[src/rtl/pcm_pkg.sv]
// shared types and constants for the pulse capture measurement block
package pcm_pkg;

   // field widths
   localparam int CNT_W   = 16;
   localparam int PER_W   = 17;
   localparam int OVF_W   = 8;
   localparam int TICK_W  = 32;
   localparam int PSUM_W  = TICK_W + 1;
   localparam int FREQ_W  = 20;
   localparam int DUTY_W  = 14;
   localparam int DIST_W  = 37;
   localparam int MUL_W   = TICK_W + DUTY_W;
   localparam int STEP_W  = 5;

   // arithmetic constants
   localparam logic [FREQ_W-1:0] FREQ_NUM     = FREQ_W'(1000000);
   localparam logic [DUTY_W-1:0] DUTY_SCALE   = DUTY_W'(10000);
   localparam logic [PER_W-1:0]  PERIOD_RESET = PER_W'(100);

   // divider step counts, loaded as count minus one
   localparam logic [STEP_W-1:0] FREQ_LAST_STEP = STEP_W'(FREQ_W - 1);
   localparam logic [STEP_W-1:0] DUTY_LAST_STEP = STEP_W'(DUTY_W - 1);

   // item action codes
   localparam logic ACT_EDGE = 1'b0;
   localparam logic ACT_OVF  = 1'b1;

   // edge phase codes
   localparam logic [1:0] PH_FIRST = 2'd0;
   localparam logic [1:0] PH_FALL  = 2'd1;
   localparam logic [1:0] PH_NEXT  = 2'd2;

   // control states
   typedef enum logic [2:0] {
      ST_IDLE,
      ST_SPAN,
      ST_PREP,
      ST_DIV,
      ST_OUT
   } state_type;

   // input item
   typedef struct packed {
      logic              action;
      logic [CNT_W-1:0]  capture_count;
   } req_item_type;

   // result item
   typedef struct packed {
      logic [TICK_W-1:0] high_ticks;
      logic [TICK_W-1:0] low_ticks;
      logic [FREQ_W-1:0] frequency_hz;
      logic [DUTY_W-1:0] duty_hundredths;
      logic [DIST_W-1:0] distance_milli_cm;
      logic              period_zero;
   } rsp_item_type;

endpackage

[src/rtl/pulse_capture_measure_core.sv]
// pulse capture measurement core: edge timing, bit-serial frequency and duty division
//
// Usage: the req channel carries edge events (action 0, with the latched timer
// count) and timer overflow ticks (action 1). Edges cycle through first edge,
// falling edge and next rising edge; each overflow between edges adds counter_period
// timer counts to the span. On the closing rising edge one rsp item gives high and low
// ticks, frequency in Hz, duty in hundredths of a percent and echo distance.
// Flow: an overflow tick or a first edge is taken in the idle state; a falling
// edge also passes the span state; the closing rising edge passes accept, span, sum and
// multiply, then 20 + 14 steps of one shared restoring divider that produces
// one quotient bit per cycle, then the output state, which holds while stalled.
// A zero period skips the divider.
// Items are taken one at a time: req_stall is high while an item is in work
// and while a result is held. The result sits in an output register until
// rsp_stall is low. The csr port writes counter_period at any clock where
// csr_valid is high; csr_ready is always high.
// Reset (synchronous) sets counter_period to 100, clears edge phase, edge
// counts, overflow count and held high time, and returns to idle so no result is offered.
module pulse_capture_measure_core (
   input  logic                  clock,
   input  logic                  reset,
   input  logic                  req_valid,
   output logic                  req_stall,
   input  pcm_pkg::req_item_type req_data,
   output logic                  rsp_valid,
   input  logic                  rsp_stall,
   output pcm_pkg::rsp_item_type rsp_data,
   input  logic                  csr_valid,
   output logic                  csr_ready,
   input  logic [16:0]           csr_data
);
   import pcm_pkg::*;

   state_type         state_ff, state_in;
   logic [1:0]        phase_ff, phase_in;
   logic [CNT_W-1:0]  first_ff, first_in;
   logic [CNT_W-1:0]  second_ff, second_in;
   logic [OVF_W-1:0]  ovf_ff, ovf_in;
   logic [TICK_W-1:0] high_ff, high_in;
   logic [PER_W-1:0]  period_ff, period_in;
   logic [CNT_W-1:0]  cnt_ff, cnt_in;
   logic [TICK_W-1:0] low_ff, low_in;
   logic [PSUM_W-1:0] psum_ff, psum_in;
   logic [MUL_W-1:0]  mul_ff, mul_in;
   logic [PSUM_W-1:0] rem_ff, rem_in;
   logic [FREQ_W-1:0] num_ff, num_in;
   logic [FREQ_W-1:0] quo_ff, quo_in;
   logic [STEP_W-1:0] step_ff, step_in;
   logic              duty_sel_ff, duty_sel_in;
   logic [FREQ_W-1:0] freq_ff, freq_in;
   rsp_item_type      rsp_ff, rsp_in;

   logic              req_fire;
   logic [24:0]       extra;
   logic [CNT_W-1:0]  span_from;
   logic [TICK_W-1:0] span;
   logic [PSUM_W-1:0] psum;
   logic              psum_zero;
   logic [PSUM_W:0]   shifted;
   logic              take;
   logic              div_last;
   logic [DIST_W-1:0] echo_dist;

   // next state
   always_comb begin
      state_in = state_ff;
      unique case (state_ff)
         ST_IDLE: begin
            if (req_valid && req_data.action == ACT_EDGE &&
                (phase_ff == PH_FALL || phase_ff == PH_NEXT)) begin
               state_in = ST_SPAN;
            end
         end
         ST_SPAN: state_in = (phase_ff == PH_FALL) ? ST_IDLE : ST_PREP;
         ST_PREP: state_in = psum_zero ? ST_OUT : ST_DIV;
         ST_DIV:  state_in = div_last ? ST_OUT : ST_DIV;
         ST_OUT:  state_in = rsp_stall ? ST_OUT : ST_IDLE;
         default: state_in = ST_IDLE;
      endcase
   end

   // handshake outputs
   always_comb begin
      req_stall = (state_ff != ST_IDLE);
      rsp_valid = (state_ff == ST_OUT);
      csr_ready = 1'b1;
      rsp_data  = rsp_ff;
   end

   assign req_fire = req_valid && !req_stall;

   // edge span: count difference plus overflows times period, mod 2^32
   assign extra     = 25'(ovf_ff) * 25'(period_ff);
   assign span_from = (phase_ff == PH_FALL) ? first_ff : second_ff;
   assign span      = (TICK_W'(cnt_ff) - TICK_W'(span_from)) + TICK_W'(extra);

   // period sum and echo distance
   assign psum      = PSUM_W'(high_ff) + PSUM_W'(low_ff);
   assign psum_zero = (psum == '0);
   assign echo_dist = (DIST_W'(high_ff) << 4) + DIST_W'(high_ff);

   // one restoring divider step
   assign shifted  = {rem_ff, num_ff[FREQ_W-1]};
   assign take     = (shifted >= {1'b0, psum_ff});
   assign div_last = (step_ff == '0) && duty_sel_ff;

   // datapath next values
   always_comb begin
      phase_in    = phase_ff;
      first_in    = first_ff;
      second_in   = second_ff;
      ovf_in      = ovf_ff;
      high_in     = high_ff;
      period_in   = period_ff;
      cnt_in      = cnt_ff;
      low_in      = low_ff;
      psum_in     = psum_ff;
      mul_in      = mul_ff;
      rem_in      = rem_ff;
      num_in      = num_ff;
      quo_in      = quo_ff;
      step_in     = step_ff;
      duty_sel_in = duty_sel_ff;
      freq_in     = freq_ff;
      rsp_in      = rsp_ff;

      // register write
      if (csr_valid && csr_ready) begin
         period_in = csr_data;
      end

      unique case (state_ff)
         ST_IDLE: begin
            if (req_fire) begin
               if (req_data.action == ACT_OVF) begin
                  ovf_in = ovf_ff + OVF_W'(1);
               end else if (phase_ff == PH_FALL || phase_ff == PH_NEXT) begin
                  cnt_in = req_data.capture_count;
               end else begin
                  first_in = req_data.capture_count;
                  ovf_in   = '0;
                  phase_in = PH_FALL;
               end
            end
         end
         ST_SPAN: begin
            ovf_in = '0;
            if (phase_ff == PH_FALL) begin
               second_in = cnt_ff;
               high_in   = span;
               phase_in  = PH_NEXT;
            end else begin
               low_in   = span;
               phase_in = PH_FIRST;
            end
         end
         ST_PREP: begin
            psum_in     = psum;
            mul_in      = MUL_W'(high_ff) * MUL_W'(DUTY_SCALE);
            rem_in      = '0;
            num_in      = FREQ_NUM;
            quo_in      = '0;
            step_in     = FREQ_LAST_STEP;
            duty_sel_in = 1'b0;
            rsp_in.high_ticks        = high_ff;
            rsp_in.low_ticks         = low_ff;
            rsp_in.frequency_hz      = '0;
            rsp_in.duty_hundredths   = '0;
            rsp_in.distance_milli_cm = echo_dist;
            rsp_in.period_zero       = psum_zero;
         end
         ST_DIV: begin
            quo_in  = {quo_ff[FREQ_W-2:0], take};
            rem_in  = take ? PSUM_W'(shifted - {1'b0, psum_ff}) : shifted[PSUM_W-1:0];
            num_in  = {num_ff[FREQ_W-2:0], 1'b0};
            step_in = step_ff - STEP_W'(1);
            if (step_ff == '0) begin
               if (duty_sel_ff) begin
                  rsp_in.frequency_hz    = freq_ff;
                  rsp_in.duty_hundredths = quo_in[DUTY_W-1:0];
               end else begin
                  // frequency done, seed duty division with the upper product bits
                  freq_in     = quo_in;
                  rem_in      = PSUM_W'(mul_ff[MUL_W-1:DUTY_W]);
                  num_in      = {mul_ff[DUTY_W-1:0], (FREQ_W-DUTY_W)'(0)};
                  quo_in      = '0;
                  step_in     = DUTY_LAST_STEP;
                  duty_sel_in = 1'b1;
               end
            end
         end
         ST_OUT: begin
         end
         default: begin
         end
      endcase
   end

   // control and model state
   always_ff @(posedge clock) begin
      if (reset) begin
         state_ff  <= ST_IDLE;
         phase_ff  <= PH_FIRST;
         first_ff  <= '0;
         second_ff <= '0;
         ovf_ff    <= '0;
         high_ff   <= '0;
         period_ff <= PERIOD_RESET;
      end else begin
         state_ff  <= state_in;
         phase_ff  <= phase_in;
         first_ff  <= first_in;
         second_ff <= second_in;
         ovf_ff    <= ovf_in;
         high_ff   <= high_in;
         period_ff <= period_in;
      end
   end

   // payload and divider registers
   always_ff @(posedge clock) begin
      cnt_ff      <= cnt_in;
      low_ff      <= low_in;
      psum_ff     <= psum_in;
      mul_ff      <= mul_in;
      rem_ff      <= rem_in;
      num_ff      <= num_in;
      quo_ff      <= quo_in;
      step_ff     <= step_in;
      duty_sel_ff <= duty_sel_in;
      freq_ff     <= freq_in;
      rsp_ff      <= rsp_in;
   end

endmodule

[config.mk]
export PLATFORM = sky130hd
export DESIGN_NAME = pulse_capture_measure_core
export DESIGN_NICKNAME = d
export VERILOG_FILES = /design/src/rtl/pcm_pkg.sv /design/src/rtl/pulse_capture_measure_core.sv
export SDC_FILE = /design/constraint.sdc
export NUM_CORES = 1
export LEC_CHECK = 0
export BUFFER_PORTS_ARGS = -buffer_cell sky130_fd_sc_hd__clkbuf_2
export CORE_UTILIZATION = 55
export CTS_CLUSTER_SIZE = 28
export DETAILED_ROUTE_END_ITERATION = 6
export MAX_ROUTING_LAYER = met4
export PLACE_DENSITY = 0.79
export SLEW_MARGIN = 0
export SYNTH_ARGS = -nofsm -noshare
export SYNTH_HDL_FRONTEND = slang
export SYNTH_SLANG_ARGS = --single-unit
[constraint.sdc]
create_clock -name clock -period 9.3 [get_ports clock]
set_input_delay 1.86 -clock clock [delete_from_list [all_inputs] [get_ports clock]]
set_output_delay 1.86 -clock clock [all_outputs]
set_load 0.005 [all_outputs]
Word level (Yosys, flattened, before mapping)
Index checks and enable logic that the tools add are counted.
Word-level totals
  bits in registers: 451
  input bits: 39
  output and inout port bits: 139
  logic and storage cells: 105
Cells by class
  add/subtract/negate cells: 7
  multiply operators: 2
  order comparisons: 1
  eq/ne operators: 13
  mux-type cells: 34
  bitwise gates (word level): 4
  reductions and logical operators: 21
Operators by type and width (number)
  $mux 33: 3
  $mux 34: 2
  $pmux 34 s2: 1
  $pmux 33 s2: 1
  $mul 32x10->42 const B: 1
  $mux 20: 2
  $pmux 20 s2: 1
  $mux 19: 2
  $pmux 19 s2: 1
  $add 36x32->37: 1
  $ge 34x33->1: 1
  $add 32x32->33: 1
  $logic_not 33->1: 1
  $sub 33x33->33: 1
  $add 17x26->27: 1
  $mul 8x17->25: 1
  $mux 8: 3
  $sub 16x16->17: 1
  $mux 16: 1
  $pmux 8 s2: 1
  $pmux 3 s5: 1
  $mux 3: 4
  $ne 2x2->1 const B: 6
  $reduce_and 4->1: 3
  other kinds (24): 41

Longest topological paths before layout
  depth in word-level cells: 6
  depth in mapped cells: 31
  depth with buffers taken out: 30

Least setup slack after synthesis
No wires, ideal clock.
  path kind: flip-flop to flip-flop
  start: register state_ff[0]
  end: register state_ff[2]
  data arrival time: 7.788 ns
  required time: 9.241 ns
  path slack: 1.453 ns
  stages on the path, launching flop included: 5
  cells stage by stage: dfxtp_1 > clkbuf_1 > nor2_1 > and4_1 > a22o_1
On the way
  word-level cells in the longest chain between the ends: 2
RTL lines
  start, declared: RTL line pulse_capture_measure_core.sv:34  | state_type state_ff, state_in;
  start signal, assigned: RTL line pulse_capture_measure_core.sv:210  | state_ff <= state_in;
  $eq 3x3->1, or another cell as far along: RTL line pulse_capture_measure_core.sv:67  | unique case (state_ff)
  $pmux 3 s5 or $ne 2x2->1 (tied branches)
Several ways; a longest one is shown, not always the timed one.
A chain may end at the register's enable or synchronous reset.

Worst setup path after layout
  start: register ovf_ff[3]
  end: register low_ff[30] (data pin)
On the way
  word-level cells in the longest chain between the ends: 2
RTL lines
  start, declared: RTL line pulse_capture_measure_core.sv:38  | logic [OVF_W-1:0] ovf_ff, ovf_in;
  start signal, assigned: RTL line pulse_capture_measure_core.sv:214  | ovf_ff <= ovf_in;
  $mul 8x17->25: RTL line pulse_capture_measure_core.sv:93  | assign extra = 25'(ovf_ff) * 25'(period_ff);
  $add 17x26->27: RTL line pulse_capture_measure_core.sv:95  | assign span = (TICK_W'(cnt_ff) - TICK_W'(span_from)) + TICK_W'(extra);
  net span[26]: RTL line pulse_capture_measure_core.sv:56  | logic [TICK_W-1:0] span;
  end signal, assigned: RTL line pulse_capture_measure_core.sv:223  | low_ff <= low_in;
  end, declared: RTL line pulse_capture_measure_core.sv:42  | logic [TICK_W-1:0] low_ff, low_in;
The timed path passes the listed nets, and every way through them passes these cells.

==> impl_metrics.tcl <==
set metrics [dict create \
    synth_most_common_cell "inv_1" \
    r2r-end "low_ff[30]" \
    vias 21765 \
    cts_made_buffers 46 \
    dieArea_mm2 0.05578 \
    hp-start "quo_ff[18]" \
    synthDistinctLibCells 81 \
    nets 3617 \
    fp-row-count 85 \
    tritoncts "yes" \
    synth_flop_cell "edfxtp_1" \
    skew_ns 0.03302 \
    ys_ff_latch 408 \
    hold_depth 0 \
    cp-start-kind "register" \
    arrival_ns 7.58 \
    hold_ws_ns 0.4316 \
    vias_per_cell 5.630 \
    worstMarginPinSlew_ns 1.165 \
    r2r_start "ovf_ff[3]" \
    fin_ws_ns 2.042 \
    dp_cells 3781 \
    io_buffers 172 \
    area_growth_pct 9.632 \
    rsz0062_at_grt "false" \
    first_iter_violations 1672 \
    synth.area.top_cells "edfxtp_1, ha_1, fa_1" \
    critPathMaxFanout 21 \
    cts.sinks 408 \
    hold_buffers 0 \
    syn-instance-count 2997 \
    finalWirelength_um 68580 \
    synth-edff-count 319 \
    dp_hpwl_um 52220 \
    clockBufferDepth 3 \
    grt_usage_pct 25.52 \
    cts.clk_slew.worst_paths_ns 0.07 \
    vdd_drop_max_mv 0.1201 \
    leakagePower_nw 15.30 \
    synthesis.area_mm2 0.03016 \
    relSlewSlack_pct 22.33 \
    start_util_pct 55.83 \
    syn_avg_cell_area_um2 10.06 \
    holdPathEnd "freq_ff[19]" \
    min_period_ns 7.258 \
    r2r_slack_ns 2.04 \
    finalCritPeriodShare_pct 78.05 \
    dieWidth_um 236.2 \
    synth_area_leader_cell "edfxtp_1" \
    insertion_delay_ns 0.60 \
    setup_viol_count_final 0 \
    drc 0 \
    synth_top_area_share_pct 31.76 \
    grt_max_degree 105 \
    wl_per_cell_um 17.74 \
    async_reset_ff_share_pct 0 \
    die_h_um 236.2 \
    drive_gt1_share_pct 9.495 \
    firstDrtPassIters 6 \
    hold_path.class "register to register" \
    cts_setup_buffers 0 \
    h-tree-depth 2 \
    hold_violations 0 \
    fmax_mhz 137.8 \
    p_per_area_mw_per_mm2 122.5 \
    end_kind "register" \
    yosys_warnings 0 \
    yosysSeqAreaShare_pct 37.67 \
    synth_common_cells "inv_1, edfxtp_1, ha_1, nand2_1, nor2_1" \
    place.gp.congestion 0.9552 \
    fin_area_mm2 0.03307 \
    drtAntennaViolNets 0 \
    ff2ff_path_depth 24 \
    grt_first_pass_wirelength_um 111400 \
    coreArea_mm2 0.05403 \
    drv_cap 0 \
    grt_pass1_vias 21904 \
    cts.root.buffer_cell "clkbuf_16" \
    gr-total-overflow 0 \
    crit_start "ovf_ff[3]" \
    status "finished, final reports clean" \
    dp_slack_ns 2.180 \
    antenna_found_initial 0 \
    tns_ns 0 \
    num_io_pins 178 \
    placed_area_mm2 0.03157 \
    antennaDiodeCount 0 \
    final_max_slew_viol_count 0 \
    required_ns 9.62 \
    fin_cells 3866 \
    cts_resized 0 \
    path_class "register to register" \
]
## how the worst max path moves through the flow
stage | endpoint | slack, ns
floorplan | state_ff[2] | 1.45
global placement | low_ff[30] | 2.39
detailed placement | low_ff[30] | 2.18
CTS | low_ff[30] | 2.17
global route | low_ff[30] | 1.73
finish | low_ff[30] | 2.04
## layer usage
metal	GRT usage, %	wire length (um)
met1	31.29	29000
met2	42.88	33520
met3	2.621	3066
met4	11.16	2993
met5	-	0
## power by group
| group | internal [mW] | switching [mW] | leakage, nW |
|---|---|---|---|
| clock | 0.999 | 0.771 | 0.721 |
| sequential | 1.97 | 0.0306 | 3.75 |
| combinational | 0.112 | 0.166 | 10.8 |
| total | 3.08 | 0.967 | 15.3 |
## state kept, by name, summed over array words and instances (netlist names), 2 cells and up
signal     count
rsp_data     116
mul_ff        35
psum_ff       33
rem_ff        33
high_ff       27
low_ff        27
freq_ff       20
quo_ff        19
period_ff     17
cnt_ff        16
first_ff      16
second_ff     16
num_ff        14
ovf_ff         8
step_ff        5
state_ff       3
phase_ff       2
## logic make-up (layout without fill, tap and decap cells)
kind of cell	after synthesis	after routing	share of synthesized area, %
XOR/XNOR	158	158	4.588
multiplexers	69	69	2.315
other	2	5	0.02490
AO/OA/AOI/OAI	560	560	12.30
flip-flops	408	408	37.67
adder cells (fa/ha/maj)	445	445	22.69
buffers and inverters	544	714	7.118
AND/OR/NAND/NOR	811	811	13.29
## placed cells by master (no fill, tap or decap), types with 9 or more instances in the layout
cell	instances
a211o_1	14
a211oi_1	35
a21boi_0	12
a21o_1	60
a21oi_1	173
a31oi_1	18
and2_1	128
and3_1	78
buf_4	17
clkbuf_16	48
clkbuf_2	172
dfxtp_1	89
edfxtp_1	319
fa_1	170
ha_1	275
inv_1	438
mux2i_1	63
nand2_1	219
nand2b_1	24
nand3_1	32
nand4_1	15
nor2_1	184
nor2b_1	22
nor3_1	46
o211ai_1	16
o21a_1	25
o21ai_0	82
o21bai_1	23
o31ai_1	13
or2_2	9
or3_1	13
xnor2_1	117
xor2_1	41
## critical path, cell delays in order (launching register included)
cell and delay (ns):
dfxtp_1 0.81, and2_1 0.25, fa_1 0.44, fa_1 0.49, fa_1 0.56, inv_1 0.06, fa_1 0.52, inv_1 0.04
ha_1 0.34, a21o_1 0.20, a31o_2 0.23, a311oi_1 0.44, o31ai_1 0.13, a21oi_1 0.26, xnor2_1 0.16, ha_1 0.30
nor2b_1 0.17, nor3_1 0.33, nand2_1 0.13, o21ai_0 0.17, a211oi_1 0.14, o31ai_1 0.27, a21oi_1 0.17, a21oi_1 0.27
xnor2_1 0.11
## layout make-up
| type | instances | area, um2 |
|---|---|---|
| clock buffer | 56 | 1241 |
| clock inverter | 29 | 256.5 |
| fill | 4343 | 20960 |
| inverter | 440 | 1653 |
| multi-input combinational | 2048 | 16700 |
| sequential | 408 | 11360 |
| tap | 696 | 870.8 |
| timing repair buffer | 189 | 988.4 |
## per-stage QoR
step	power, mW	utilization (%)
after floorplan	2.237	-
after global placement	2.307	58.43
after detailed placement	2.317	58.43
after CTS	4.086	61.21
after global routing	4.185	61.21
final	4.051	61.21
Note: power is estimated with default switching activity, not from simulation.
